===== config.mk =====
export PLATFORM = sky130hd
export DESIGN_NAME = tpc_ctrl
export DESIGN_NICKNAME = d
export VERILOG_FILES = /design/src/sv/tpc_pkg.sv /design/src/sv/tpc_ctrl.sv
export SDC_FILE = /design/constraint.sdc
export NUM_CORES = 1
export LEC_CHECK = 0
export BUFFER_PORTS_ARGS = -buffer_cell sky130_fd_sc_hd__buf_4
export CAP_MARGIN = 10
export CORE_MARGIN = 5
export CORE_UTILIZATION = 50
export DETAILED_ROUTE_END_ITERATION = 10
export GPL_TIMING_DRIVEN = 0
export PLACE_DENSITY = 0.75
export SLEW_MARGIN = 0
export SYNTH_ARGS = -nofsm -noshare
export SYNTH_HDL_FRONTEND = slang
export SYNTH_SLANG_ARGS = --single-unit

===== constraint.sdc =====
create_clock -name clk -period 1.9 [get_ports clk]
set_input_delay 0.095 -clock clk [delete_from_list [all_inputs] [get_ports clk]]
set_output_delay 0.095 -clock clk [all_outputs]
set_load 0.005 [all_outputs]

===== src/sv/tpc_pkg.sv =====
// tpc_pkg: shared widths, word types and datapath commands for the plane clipper
// no dependencies; used by tpc_ctrl, tpc_datapath and triangle_plane_clipper
package tpc_pkg;

    localparam int CW = 32;              // coordinate width
    localparam int FB = 16;              // fraction bits
    localparam int MW = CW + 1;          // multiplier operand width
    localparam int PW = 2 * MW;          // product width
    localparam int AW = PW + 2;          // accumulator width
    localparam int QW = FB + 1;          // crossing ratio width
    localparam int SW = $clog2(FB);      // divider step counter width

    typedef struct packed {
        logic [1:0]           corner_index;
        logic signed [CW-1:0] pos_x;
        logic signed [CW-1:0] pos_y;
        logic signed [CW-1:0] pos_z;
        logic signed [CW-1:0] tex_u;
        logic signed [CW-1:0] tex_v;
        logic [63:0]          face_attr;
    } in_word_t;

    typedef struct packed {
        logic signed [CW-1:0] out_x;
        logic signed [CW-1:0] out_y;
        logic signed [CW-1:0] out_z;
        logic signed [CW-1:0] out_u;
        logic signed [CW-1:0] out_v;
        logic [63:0]          out_attr;
        logic [1:0]           out_corner;
        logic                 run_last;
    } out_word_t;

    // datapath operations
    localparam logic [3:0] OP_NONE     = 4'd0;
    localparam logic [3:0] OP_LD0      = 4'd1;
    localparam logic [3:0] OP_LD1      = 4'd2;
    localparam logic [3:0] OP_LD2      = 4'd3;
    localparam logic [3:0] OP_MUL_D    = 4'd4;
    localparam logic [3:0] OP_ACC_D    = 4'd5;
    localparam logic [3:0] OP_FIN_D    = 4'd6;
    localparam logic [3:0] OP_PUSH_V   = 4'd7;
    localparam logic [3:0] OP_DIV_INIT = 4'd8;
    localparam logic [3:0] OP_DIV_STEP = 4'd9;
    localparam logic [3:0] OP_MUL_I    = 4'd10;
    localparam logic [3:0] OP_ADD_I    = 4'd11;
    localparam logic [3:0] OP_EMIT     = 4'd12;

    // corner codes on the input word
    localparam logic [1:0] CORNER_0 = 2'd0;
    localparam logic [1:0] CORNER_1 = 2'd1;
    localparam logic [1:0] CORNER_2 = 2'd2;

    // configuration register indexes
    localparam logic [1:0] CFG_NX  = 2'd0;
    localparam logic [1:0] CFG_NY  = 2'd1;
    localparam logic [1:0] CFG_NZ  = 2'd2;
    localparam logic [1:0] CFG_OFS = 2'd3;

    typedef struct packed {
        logic [3:0] op;
        logic [1:0] vi;     // first vertex of the edge
        logic [1:0] vj;     // second vertex of the edge
        logic [2:0] ci;     // component
        logic [2:0] ei;     // emit slot
    } dp_cmd_t;

    typedef struct packed {
        logic [2:0] ins;    // corner inside the plane
        logic [2:0] npoly;  // polygon vertex count
    } dp_stat_t;

    // polygon entry for emit slot e; a quad is sent as two fanned triangles
    function automatic logic [1:0] emit_src(input logic quad, input logic [2:0] e);
        logic [1:0] s;
        s = e[1:0];
        if (quad)
        begin
            case (e)
                3'd3:    s = 2'd0;
                3'd4:    s = 2'd2;
                3'd5:    s = 2'd3;
                default: s = e[1:0];
            endcase
        end
        return s;
    endfunction

    function automatic logic [1:0] emit_corner(input logic quad, input logic [2:0] e);
        logic [2:0] c;
        c = (quad && e >= 3'd3) ? e - 3'd3 : e;
        return c[1:0];
    endfunction

    function automatic logic emit_last(input logic quad, input logic [2:0] e);
        return quad ? (e == 3'd5) : (e == 3'd2);
    endfunction

endpackage


===== src/sv/tpc_ctrl.sv =====
// tpc_ctrl: sequencer for corner capture, plane distances, crossings and emission
// depends on tpc_pkg; commands tpc_datapath
module tpc_ctrl
    import tpc_pkg::*;
(
    input  logic     clk,
    input  logic     rst_n,
    input  logic     in_valid,
    input  logic [1:0] in_corner,
    input  logic     out_stall,
    input  dp_stat_t stat,
    output logic     in_stall,
    output logic     out_valid,
    output dp_cmd_t  cmd
);

    localparam logic [3:0] S_IDLE  = 4'd0;
    localparam logic [3:0] S_DMUL  = 4'd1;
    localparam logic [3:0] S_DACC  = 4'd2;
    localparam logic [3:0] S_DFIN  = 4'd3;
    localparam logic [3:0] S_PICK  = 4'd4;
    localparam logic [3:0] S_DINIT = 4'd5;
    localparam logic [3:0] S_DSTEP = 4'd6;
    localparam logic [3:0] S_IMUL  = 4'd7;
    localparam logic [3:0] S_IADD  = 4'd8;
    localparam logic [3:0] S_CHKN  = 4'd9;
    localparam logic [3:0] S_EMIT  = 4'd10;

    logic [3:0]    state_reg, state_next;
    logic [1:0]    held_reg, held_next;
    logic [1:0]    vi_reg, vi_next;
    logic [2:0]    ci_reg, ci_next;
    logic [2:0]    ei_reg, ei_next;
    logic [SW-1:0] step_reg, step_next;
    logic          ov_reg, ov_next;
    logic [1:0]    vj;
    logic          load;
    logic          quad;

    assign vj   = (vi_reg == 2'd2) ? 2'd0 : vi_reg + 2'd1;
    assign quad = (stat.npoly == 3'd4);
    assign load = !ov_reg || !out_stall;

    // next state and command
    always_comb
    begin
        state_next = state_reg;
        held_next  = held_reg;
        vi_next    = vi_reg;
        ci_next    = ci_reg;
        ei_next    = ei_reg;
        step_next  = step_reg;
        ov_next    = out_stall ? ov_reg : 1'b0;
        cmd.op     = OP_NONE;
        cmd.vi     = vi_reg;
        cmd.vj     = vj;
        cmd.ci     = ci_reg;
        cmd.ei     = ei_reg;
        case (state_reg)
            S_IDLE:
                if (in_valid)
                begin
                    case (in_corner)
                        CORNER_0:
                        begin
                            cmd.op    = OP_LD0;
                            held_next = 2'd1;
                        end
                        CORNER_1:
                            if (held_reg == 2'd1)
                            begin
                                cmd.op    = OP_LD1;
                                held_next = 2'd2;
                            end
                            else
                                held_next = 2'd0;
                        CORNER_2:
                        begin
                            held_next = 2'd0;
                            if (held_reg == 2'd2)
                            begin
                                cmd.op     = OP_LD2;
                                vi_next    = 2'd0;
                                ci_next    = 3'd0;
                                state_next = S_DMUL;
                            end
                        end
                        default: ;
                    endcase
                end
            S_DMUL:
            begin
                cmd.op     = OP_MUL_D;
                state_next = S_DACC;
            end
            S_DACC:
            begin
                cmd.op = OP_ACC_D;
                if (ci_reg == 3'd2)
                    state_next = S_DFIN;
                else
                begin
                    ci_next    = ci_reg + 3'd1;
                    state_next = S_DMUL;
                end
            end
            S_DFIN:
            begin
                cmd.op  = OP_FIN_D;
                ci_next = 3'd0;
                if (vi_reg == 2'd2)
                begin
                    vi_next    = 2'd0;
                    state_next = S_PICK;
                end
                else
                begin
                    vi_next    = vi_reg + 2'd1;
                    state_next = S_DMUL;
                end
            end
            S_PICK:
            begin
                if (stat.ins[vi_reg])
                    cmd.op = OP_PUSH_V;
                if (stat.ins[vi_reg] != stat.ins[vj])
                    state_next = S_DINIT;
                else if (vi_reg == 2'd2)
                    state_next = S_CHKN;
                else
                    vi_next = vi_reg + 2'd1;
            end
            S_DINIT:
            begin
                cmd.op     = OP_DIV_INIT;
                step_next  = '0;
                state_next = S_DSTEP;
            end
            S_DSTEP:
            begin
                cmd.op    = OP_DIV_STEP;
                step_next = step_reg + SW'(1);
                if (step_reg == SW'(FB - 1))
                begin
                    ci_next    = 3'd0;
                    state_next = S_IMUL;
                end
            end
            S_IMUL:
            begin
                cmd.op     = OP_MUL_I;
                state_next = S_IADD;
            end
            S_IADD:
            begin
                cmd.op = OP_ADD_I;
                if (ci_reg == 3'd4)
                begin
                    ci_next = 3'd0;
                    if (vi_reg == 2'd2)
                        state_next = S_CHKN;
                    else
                    begin
                        vi_next    = vi_reg + 2'd1;
                        state_next = S_PICK;
                    end
                end
                else
                begin
                    ci_next    = ci_reg + 3'd1;
                    state_next = S_IMUL;
                end
            end
            S_CHKN:
            begin
                ei_next    = 3'd0;
                state_next = (stat.npoly == 3'd0) ? S_IDLE : S_EMIT;
            end
            S_EMIT:
                if (load)
                begin
                    cmd.op  = OP_EMIT;
                    ov_next = 1'b1;
                    ei_next = ei_reg + 3'd1;
                    if (emit_last(quad, ei_reg))
                        state_next = S_IDLE;
                end
            default:
                state_next = S_IDLE;
        endcase
    end

    // control registers
    always_ff @(posedge clk or negedge rst_n)
    begin
        if (!rst_n)
        begin
            state_reg <= S_IDLE;
            held_reg  <= '0;
            vi_reg    <= '0;
            ci_reg    <= '0;
            ei_reg    <= '0;
            step_reg  <= '0;
            ov_reg    <= 1'b0;
        end
        else
        begin
            state_reg <= state_next;
            held_reg  <= held_next;
            vi_reg    <= vi_next;
            ci_reg    <= ci_next;
            ei_reg    <= ei_next;
            step_reg  <= step_next;
            ov_reg    <= ov_next;
        end
    end

    assign in_stall  = (state_reg != S_IDLE);
    assign out_valid = ov_reg;

endmodule


==> implementation parameters, run 1 <==
Parameter                              Value

Status
  Status    complete, but fails checks
  Violations in the final reports    setup timing

Power
  Largest vdd supply drop    999 uV
  Switching portion of total power    0.458
  PD cells    1540 nW/um^2
  Net switching power    1.50 mW
  Part of the total power dissipated in combinational logic    0.716
  Relative contribution of sequential cells to total power    0.220
  Relative contribution of the clock network to total power    0.064
  Post-layout total power    3.28 mW
  Leakage power    0.919 nW
  Internal Dissipation    1.78 mW

Clock network
  Cell at the root of the clock tree    clkbuf_4
  Number of H-tree levels    1
  TritonCTS clock tree    yes
  Max clock buf depth    2
  Clock latency of the later-clocked register in the worst-skew pair    0.30 ns
  Sinks on Clock Net    19
  Total clock buffers created by CTS    3
  Clock-pin slew on the worst setup and hold paths    0.11 ns

Synthesis
  Library cell with the largest summed area after synthesis    dfrtp_1
  Number of standard cells after synthesis    193
  Top cells by count, synth    nand2_1 (21), dfrtp_1 (19), o21ai_0 (18)
  Most common cell in the synthesized netlist    nand2_1
  Count of flip-flops with a built-in enable after synthesis    0
  Syn avg cell area    8.32 um^2
  Cell Area, Synth    1610 um^2
  Synth Net Count    217
  Total of warnings raised by yosys    0
  Number of storage elements in the synthesis netlist    19
  Number of different library cells in the post-synthesis netlist    51
  Portion of the post-synthesis area used by sequential elements    0.296
  Most used flip-flop cell after synthesis    dfrtp_1
  Top post-synthesis cells by area    dfrtp_1 (30%), ha_1 (9.3%), o21ai_0 (5.6%), nand2_1 (4.9%), a21oi_1 (4.7%)
  Area share of the leading cell type in the synthesized netlist    0.296
  Post-synth ARST share    1.00

Cells and area
  Number of nets in the layout    260
  Number of antenna diodes    0
  Area growth from synthesis to layout    32.2%
  Fraction of layout instances using a drive strength above 1    0.323
  Number of non-filler instances in the completed layout    279

Worst setup path
  Type of element launching the critical path    flip-flop
  Worst-path maximum fanout    4
  Kind of critical path    reg -> out
  Worst EP required    1.80 ns
  Arrival time reported for the critical path endpoint    1.83 ns
  Type of destination of the critical path    primary output

Routing
  Via/cell ratio    5.74
  Post-DR wirelength/cell    15.7 um
  First drt pass iteration count    4
  Total number of vias    1,602
  Antenna violation net count after detailed routing    0
  Remaining design rule violation count    0
  Initial DRC count    80
  Wirelength, routed    4370 um

Place
  Worst setup slack after placement    -0.161 ns
  Sum of net half-perimeters after detailed placement    3180 um
  Routability congestion estimate from global placement    0.975
  Placed Cells    264
  Count of input and output buffers    27

Global routing
  Largest net degree at the start of global routing    20
  Wire length of the first global-routing pass    7180 um
  Number of global-route vias before repair    1,579
  Sum of overflow across all layers after global routing    0
  Initial antenna violation count    0
  Global-route usage over all layers    0.206

Die
  Die boundary width    66.7 um
  Area inside the core boundary    3080 um^2
  Row count    20
  Die Span Y    66.7 um
  Die Area    4450 um^2
  Initial cell density of the core    0.522
  I/O pins    28

Timing
  Clock skew after layout    0.00124 ns
  Achievable Freq    518 MHz
  Setup-failing EPs final    3
  Worst hold margin    0.107 ns
  Tightest Pin Transition    0.535 ns
  Count of endpoints failing hold in the final timing report    0
  Number of slew-limit violations in the final report    0
  Unrepaired setup endpoints after global routing    true
  Final total negative setup slack    -0.0634 ns
  Share of the cycle needed by the critical path after routing    1.02
  Least setup slack across all paths after layout    -0.0293 ns
  Slew margin rel.    0.641
  Minimum clock period after layout    1.93 ns

Hold path
  Worst min-delay path category    in -> reg

Run
  Number of maximum-capacitance violations    0
-- area by class of cell --
| class | count | area [um^2] |
|---|---|---|
| Buffer | 9 | 48.8 |
| Inverter | 11 | 46.3 |
| Clock buffer | 4 | 26.3 |
| Sequential cell | 19 | 479 |
| Fill cell | 269 | 955 |
| Multi-Input combinational cell | 154 | 1170 |
| Timing Repair Buffer | 38 | 295 |
| Tap cell | 44 | 55.1 |
-- through the flow --
| step | util | area [um^2] |
|---|---|---|
| after detailed placement | 0.610 | 1880 |
| after CTS | 0.646 | 1990 |
| after global placement | 0.610 | 1880 |
| after global routing | 0.690 | 2120 |
| after floorplan | - | 1620 |
| final | 0.690 | 2120 |
-- power groups by stage --
stage | Combinational [mW] | Clock [mW] | Sequential [mW]
2_1_floorplan | 1.31 | 0 | 0.687
3_3_place_gp | 1.82 | 0 | 0.706
3_5_place_dp | 1.88 | 0 | 0.722
4_1_cts | 2.05 | 0.210 | 0.701
5_1_grt | 2.57 | 0.234 | 0.747
6_report | 2.35 | 0.210 | 0.720
-- logic make-up (layout without fill, tap and decap cells) --
| group | count (synthesis) | after routing | synth area share |
|---|---|---|---|
| XOR/XNOR | 3 | 3 | 0.0164 |
| multiplexers | 8 | 8 | 0.0537 |
| AND/OR/NAND/NOR | 74 | 74 | 0.250 |
| buffers and inverters | 20 | 62 | 0.0506 |
| AO/OA/AOI/OAI | 57 | 57 | 0.240 |
| flip-flops | 19 | 19 | 0.296 |
| adder cells (fa/ha/maj) | 12 | 12 | 0.0935 |
-- routing by layer --
layer	GRT usage	wire length [um]	up-vias	part of all wire
met5	0	0	-	0
met4	0.0457	39	0	0.0089
met2	0.375	2260	42	0.52
met1	0.260	1850	771	0.42
met3	0.0202	213	7	0.049
li1	-	-	782	-
-- final timing paths --
| kind | startpoint | to | slack (ns) | cells past startpoint |
|---|---|---|---|---|
| max in group asynchronous | rst_n | vi_reg[0] | 1.49 | 2 |
| worst max-delay path | vi_reg[1] | cmd[10] | -0.03 | 7 |
| worst min register to register | ei_reg[0] | ei_reg[0] | 0.54 | 1 |
| worst min-delay path | out_stall | out_valid | 0.11 | 3 |
| min in group asynchronous | rst_n | held_reg[0] | 0.19 | 2 |
| worst max register to register | vi_reg[1] | state_reg[2] | -0.02 | 7 |
-- repair_timing --
action | 4_1_cts | 5_1_grt
resized for setup | 9 | 29
hold endpoints to repair | 19 | 0
setup endpoints to repair | 10 | 12
cloned | 0 | 0
buffers inserted | 6 | 4
hold buffers | 1 | 0
pin swaps | 2 | 7
-- layout by cell type, fill, tap and decap left out, types with 2 or more instances in the layout --
cell type	netlist	final
a211oi_1	2	2
a21oi_1	15	11
a21oi_2	0	4
a32oi_1	2	2
and3_1	2	2
buf_2	5	3
buf_4	0	37
buf_6	0	2
clkbuf_1	3	4
clkbuf_4	0	4
dfrtp_1	19	16
dfrtp_2	0	3
ha_1	12	9
ha_4	0	2
inv_1	11	9
inv_4	0	2
mux2_4	1	2
mux2i_1	6	4
mux2i_4	0	2
nand2_1	21	21
nand2b_1	4	4
nand3_1	9	9
nand3b_1	3	3
nor2_1	9	8
nor2b_1	8	6
nor3_1	2	2
nor4_1	2	2
o21ai_0	18	17
o221ai_1	2	2
o22ai_1	3	3
o22ai_4	0	2
o31ai_1	2	2
or3_1	2	2
-- critical path, stage by stage (launching register included) --
cell and delay, ns:
dfrtp_2 0.47, buf_6 0.14, mux2i_4 0.18, o22ai_4 0.16, and2_4 0.18, nor3_1 0.04
o32ai_1 0.22, buf_4 0.15
Note: power is estimated with default switching activity, not from simulation.
==> run 2, diff against run 1 <==
- CORE_ASPECT_RATIO: unset -> 0.9
==> run 2 against run 1 <==
  * The run still ends with setup timing left
  * Highest routed layer unchanged
  * Total power fell by 4.4%
  * Die area hardly changed
  * Via count did not move
==> implementation parameters, run 2 (synthesis gave the netlist of run 1 again) <==
Parameter                              Value

Timing
  Number of slew-limit violations in the final report    0 (unchanged)
  Worst hold margin    0.111 ns (+0.00394 ns)
  Slew margin rel.    0.662 (+0.0208)
  Final total negative setup slack    -0.0233 ns (+0.0401 ns)
  Clock skew after layout    0.00104 ns (-0.000194 ns)
  Unrepaired setup endpoints after global routing    true
  Count of endpoints failing hold in the final timing report    0 (unchanged)
  Share of the cycle needed by the critical path after routing    1.01 (-0.00644)
  Tightest Pin Transition    0.506 ns (-0.0298 ns)
  Minimum clock period after layout    1.92 ns (-0.0122 ns)
  Achievable Freq    522 MHz (+0.64%)
  Least setup slack across all paths after layout    -0.0171 ns (+0.0122 ns)
  Setup-failing EPs final    2 (-1)

Worst setup path
  Cell-by-cell listing of the critical path    inv_2 -> ha_4 -> mux2i_4 -> o22ai_4 -> xor2_1 -> a21oi_2 -> mux2_2
  Type of element launching the critical path    flip-flop
  Arrival time reported for the critical path endpoint    2.12 ns (+0.29 ns)
  Type of destination of the critical path    flip-flop
  Worst EP required    2.10 ns (+0.30 ns)
  Biggest cell delay along the critical path    0.46 ns (about the same)
  Slowest CP cell    dfrtp_2
  Kind of critical path    reg -> reg
  Source of the worst register-to-register timing path    vi_reg[1]
  Worst-path maximum fanout    4 (unchanged)
  Worst setup path startpoint    vi_reg[1]

Routing
  Remaining design rule violation count    0 (unchanged)
  Post-DR wirelength/cell    15.6 um (-0.59%)
  Antenna violation net count after detailed routing    0 (unchanged)
  Total number of vias    1,602 (unchanged)
  Via/cell ratio    5.83 (+1.5%)
  First drt pass iteration count    4 (unchanged)
  Wirelength, routed    4280 um (-2.0%)
  Initial DRC count    61 (-24%)

Power
  Leakage power    0.902 nW (-1.9%)
  Post-layout total power    3.13 mW (-4.4%)
  PD cells    1530 nW/um^2 (-1.1%)
  Largest vdd supply drop    1000 uV (+0.54%)

Cells and area
  Number of antenna diodes    0 (unchanged)
  Area growth from synthesis to layout    27.8%
  Fill cells    253 (-5.9%)
  Most used cells in the layout excluding fill and tap cells    buf_4 (35), nand2_1 (20), o21ai_0 (16), dfrtp_1 (16), a21oi_1 (13)
  Leading cell type in the layout, fill and taps excluded    buf_4
  Number of nets in the layout    258 (-0.77%)
  Fraction of layout instances using a drive strength above 1    0.300 (-0.0230)

Die
  Area inside the core boundary    3070 um^2 (-0.37%)
  Initial cell density of the core    0.524 (+0.00192)
  Die boundary width    69.8 um (+4.6%)
  I/O pins    28 (unchanged)
  Die Span Y    63.8 um (-4.4%)
  Die Area    4450 um^2 (about the same)
  Row count    19 (-5.0%)

Hold path
  Worst min-delay path category    in -> reg
  Hold wc startpoint    out_stall

Place
  Count of input and output buffers    27 (unchanged)
  Worst setup slack after placement    -0.136 ns (+0.0244 ns)
  Sum of net half-perimeters after detailed placement    3200 um (+0.65%)
  Routability congestion estimate from global placement    0.941 (-3.4%)

Global routing
  Wire length of the first global-routing pass    7110 um (-0.96%)
  Sum of overflow across all layers after global routing    0 (unchanged)
  Number of global-route vias before repair    1,554 (-1.6%)
  Initial antenna violation count    0 (unchanged)
  Global-route usage over all layers    0.196 (-0.00986)
  Largest net degree at the start of global routing    20 (unchanged)

Clock network
  Clock latency of the later-clocked register in the worst-skew pair    0.31 ns (about the same)
  Sinks on Clock Net    19 (unchanged)
  Total clock buffers created by CTS    3 (unchanged)
  Max clock buf depth    2 (unchanged)
  Cell at the root of the clock tree    clkbuf_4
  TritonCTS clock tree    yes
  Number of H-tree levels    1 (unchanged)
  Clock-pin slew on the worst setup and hold paths    0.11 ns (about the same)

Status
  Violations in the final reports    setup timing
  Status    complete, but fails checks

Run
  Number of maximum-capacitance violations    0 (unchanged)
## run 2: cell types whose count changed in the layout (fill, tap and decap cells not counted), moves of 2 or more
cell | before | now
a21oi_1 | 11 | 13
clkbuf_4 | 4 | 6
buf_4 | 37 | 35
a21oi_2 | 4 | 2
buf_6 | 2 | 0
## run 2: path summary, 6_finish.rpt
kind	end	slack, ns	depth (start not counted)
worst min register to register	held_reg[0]	0.55	2
min in group asynchronous	held_reg[1]	0.19	2
max in group asynchronous	vi_reg[0]	1.48	2
worst max register to register	vi_reg[0]	-0.02	7
worst max-delay path	vi_reg[0]	-0.02	7
worst min-delay path	out_valid	0.11	3
## run 2: report_power, final
group / total, mW / internal (mW) / switching, mW
clock network: 0.217 / 0.0822 / 0.135
logic: 2.20 / 1.06 / 1.15
registers: 0.712 / 0.548 / 0.164
## run 2: metal layers
layer  share of wire  vias to the layer above  track usage
met4           0.015                        0       0.0813
met2            0.50                       40        0.337
li1                -                      782            -
met5               0                        -            0
met3           0.043                        5       0.0251
met1            0.44                      775        0.251
## run 2: final cells by class
cell class | instances | area (um^2) | area share
Buffer | 9 | 48.8 | 0.0238
Clock buffer | 4 | 26.3 | 0.0128
Inverter | 11 | 43.8 | 0.0213
Multi-Input combinational cell | 154 | 1130 | 0.550
Sequential cell | 19 | 479 | 0.233
Tap cell | 42 | 52.6 | 0.0256
Timing Repair Buffer | 36 | 273 | 0.133
## run 2: repair_timing
action                                  4_1_cts  5_1_grt
pin swaps                                     5        6
endpoints found under the setup margin        7       13
endpoints found under the hold margin        19        0
hold buffers                                  1        0
gates resized for setup                       8       17
buffers inserted                              5        3
## run 2: metrics by stage
step | instance area [um^2] | utilization | cells
after floorplan | 1620 | - | 193
after global placement | 1870 | 0.611 | 262
after detailed placement | 1870 | 0.611 | 262
after CTS | 1970 | 0.643 | 272
after global routing | 2050 | 0.670 | 275
final | 2050 | 0.670 | 275
## run 2: critical path, delay by kind of cell (launching register included)
| family | cells | cell delay (ns) |
|---|---|---|
| buffers and inverters | 1 | 0.10 |
| XOR/XNOR | 1 | 0.18 |
| AO/OA/AOI/OAI | 2 | 0.31 |
| flip-flops | 1 | 0.46 |
| adder cells (fa/ha/maj) | 1 | 0.16 |
| multiplexers | 2 | 0.60 |
==> run 3, diff against run 2 <==
- CELL_PAD_IN_SITES_DETAIL_PLACEMENT: unset -> 2
- CELL_PAD_IN_SITES_GLOBAL_PLACEMENT: unset -> 2
- CORE_UTILIZATION: 50 -> 30
- PLACE_DENSITY: 0.75 -> unset
- PLACE_DENSITY_LB_ADDON: unset -> 0.1
- SETUP_SLACK_MARGIN: unset -> 0.2
==> run 3 against run 2 <==
  * The flow still finishes with violations (setup timing)
  * Combinational power increased by 29%
  * Total power is 24% higher
  * Sequential power up 5.1%
  * Global-route usage is 1.5 points lower
  * Routed wire length increased by 53%
  * Non-clock buffer count up 14
  * Clock skew rose by 0.0029 ns
  * Fmax down 0.74%
  * Final cell count up 14%
  * Critical endpoint is now vi_reg[1]
  * Highest routed layer unchanged
==> implementation parameters, run 3 (synthesis gave the netlist of run 1 again) <==
Parameter                              Value

Global routing
  Wire length of the first global-routing pass    9870 um (+39%)
  Initial antenna violation count    0 (unchanged)
  Global-route usage over all layers    0.181 (-0.0153)
  Number of global-route vias before repair    1,880 (+21%)
  Sum of overflow across all layers after global routing    0 (unchanged)
  Largest net degree at the start of global routing    20 (unchanged)

Die
  I/O pins    28 (unchanged)
  Initial cell density of the core    0.308 (-0.216)
  Die boundary width    87.1 um (+25%)
  Row count    25 (+6)
  Die Area    6920 um^2 (+56%)
  Area inside the core boundary    5220 um^2 (+70%)
  Die Span Y    79.4 um (+25%)

Worst setup path
  Kind of critical path    reg -> reg
  Top delay family on crit path    flip-flops
  Type of element launching the critical path    flip-flop
  Arrival time reported for the critical path endpoint    2.11 ns (about the same)
  Type of destination of the critical path    flip-flop
  Cell-by-cell listing of the critical path    inv_4 -> ha_4 -> mux2i_4 -> o22ai_4 -> xor2_2 -> a21oi_2 -> buf_4 -> mux2i_1
  Slowest CP cell    dfrtp_2
  Worst-path maximum fanout    4 (unchanged)
  Biggest cell delay along the critical path    0.47 ns (about the same)
  Worst EP required    2.08 ns (-0.02 ns)
  Critical path buffer and inverter count    2 (+1)

Routing
  Wirelength, routed    6530 um (+53%)
  Via/cell ratio    5.48 (-5.9%)
  Antenna violation net count after detailed routing    0 (unchanged)
  Remaining design rule violation count    0 (unchanged)
  Total number of vias    1,721 (+7.4%)
  Initial DRC count    70 (+15%)
  Post-DR wirelength/cell    20.8 um (+34%)
  First drt pass iteration count    4 (unchanged)

Power
  Largest vdd supply drop    770 uV (-23%)
  Post-layout total power    3.90 mW (+24%)
  Leakage power    1.02 nW (+13%)
  PD cells    1640 nW/um^2 (+7.4%)

Clock network
  Cell at the root of the clock tree    clkbuf_8
  Max clock buf depth    2 (unchanged)
  TritonCTS clock tree    yes
  Clock latency of the later-clocked register in the worst-skew pair    0.27 ns (-0.04 ns)
  Clock-pin slew on the worst setup and hold paths    0.09 ns (-0.02 ns)
  Sinks on Clock Net    19 (unchanged)
  Total clock buffers created by CTS    3 (unchanged)
  Number of H-tree levels    1 (unchanged)

Timing
  Least setup slack across all paths after layout    -0.0313 ns (-0.0142 ns)
  Worst hold margin    0.147 ns (+0.0361 ns)
  Minimum clock period after layout    1.93 ns (+0.0142 ns)
  Setup-failing EPs final    4 (+2)
  Number of slew-limit violations in the final report    0 (unchanged)
  Slew margin rel.    0.742 (+0.0806)
  Clock skew after layout    0.00390 ns (+0.00286 ns)
  Count of endpoints failing hold in the final timing report    0 (unchanged)
  Achievable Freq    518 MHz (-0.74%)
  Share of the cycle needed by the critical path after routing    1.02 (+0.00748)
  Tightest Pin Transition    0.381 ns (-0.124 ns)
  Unrepaired setup endpoints after global routing    true

Place
  Sum of net half-perimeters after detailed placement    4170 um (+30%)
  Count of input and output buffers    27 (unchanged)
  Routability congestion estimate from global placement    0.751 (-20%)

Run
  Number of maximum-capacitance violations    0 (unchanged)

Cells and area
  Multi-input logic area    1250 um^2 (+11%)
  Leading cell type in the layout, fill and taps excluded    buf_4
  Area taken by flip-flops and latches    484 um^2 (+1.0%)
  Number of antenna diodes    0 (unchanged)
  Most used cells in the layout excluding fill and tap cells    buf_4 (51), nand2_1 (20), o21ai_0 (14)
  Area growth from synthesis to layout    48.0%
  Fill cells    556 (+120%)
  Number of nets in the layout    272 (+5.4%)
  Fraction of layout instances using a drive strength above 1    0.437 (+0.137)

Status
  Violations in the final reports    setup timing
  Status    complete, but fails checks

Hold path
  Worst min-delay path category    in -> reg
run 3: changes by cell type in the layout (fill, tap and decap cells not counted), sizes merged:
cell and change:
clkinv +1, buf +17, clkbuf -4
run 3: cell type report:
| cell class | count | area share |
|---|---|---|
| Buffer | 9 | 0.0284 |
| Clock buffer | 3 | 0.0174 |
| Clock inverter | 1 | 0.00211 |
| Inverter | 11 | 0.0195 |
| Multi-Input combinational cell | 154 | 0.528 |
| Sequential cell | 19 | 0.204 |
| Tap cell | 67 | 0.0353 |
| Timing Repair Buffer | 50 | 0.166 |
run 3: final timing paths:
| check | start | endpoint | slack [ns] | depth (start not counted) |
|---|---|---|---|---|
| setup / recovery | vi_reg[0] | vi_reg[1] | -0.03 | 8 |
| hold / removal | out_stall | out_valid | 0.15 | 3 |
| setup reg to reg | vi_reg[0] | vi_reg[1] | -0.03 | 8 |
| hold reg to reg | held_reg[1] | held_reg[1] | 0.54 | 2 |
| max in group asynchronous | rst_n | ci_reg[1] | 1.40 | 2 |
| min in group asynchronous | rst_n | held_reg[1] | 0.25 | 2 |
run 3: power by group:
group          leakage, nW  switching (mW)  internal (mW)  total [mW]
Sequential           0.234           0.194          0.554       0.748
Combinational        0.759            1.46           1.37        2.83
Clock               0.0255           0.168          0.147       0.315
Total                 1.02            1.83           2.07        3.90
run 3: metal layers:
layer,vias up,share of wire,track usage
met1,885,0.42,0.224
li1,809,-,-
met5,-,0,0
met4,0,0.0029,0.0138
met2,25,0.55,0.338
met3,2,0.026,0.0320
run 3: repair_timing:
item,in CTS,in global routing
pin swaps,9,13
hold buffers,1,0
endpoints found under the setup margin,13,17
hold endpoints to repair,19,0
buffers inserted,10,12
gates resized for setup,30,41
run 3: through the flow:
| step | util | instance area (um^2) | setup slack, ns | cells | TNS [ns] |
|---|---|---|---|---|---|
| CTS | 0.415 | 2170 | -0.0546 | 302 | -0.145 |
| detailed placement | 0.366 | 1910 | -0.127 | 287 | -0.287 |
| global route | 0.455 | 2380 | -0.119 | 314 | -0.494 |
| global placement | 0.366 | 1910 | -0.0609 | 287 | -0.0805 |
| floorplan | - | 1620 | 0.0289 | 193 | 0 |
| finish | 0.455 | 2380 | -0.0313 | 314 | -0.0672 |
run 3: worst reg2reg max path: stages (launching register included):
cell and delay, ns:
dfrtp_2 0.47, inv_4 0.10, ha_4 0.16, mux2i_4 0.24, o22ai_4 0.11, xor2_2 0.18, a21oi_2 0.23, buf_4 0.15
mux2i_1 0.21
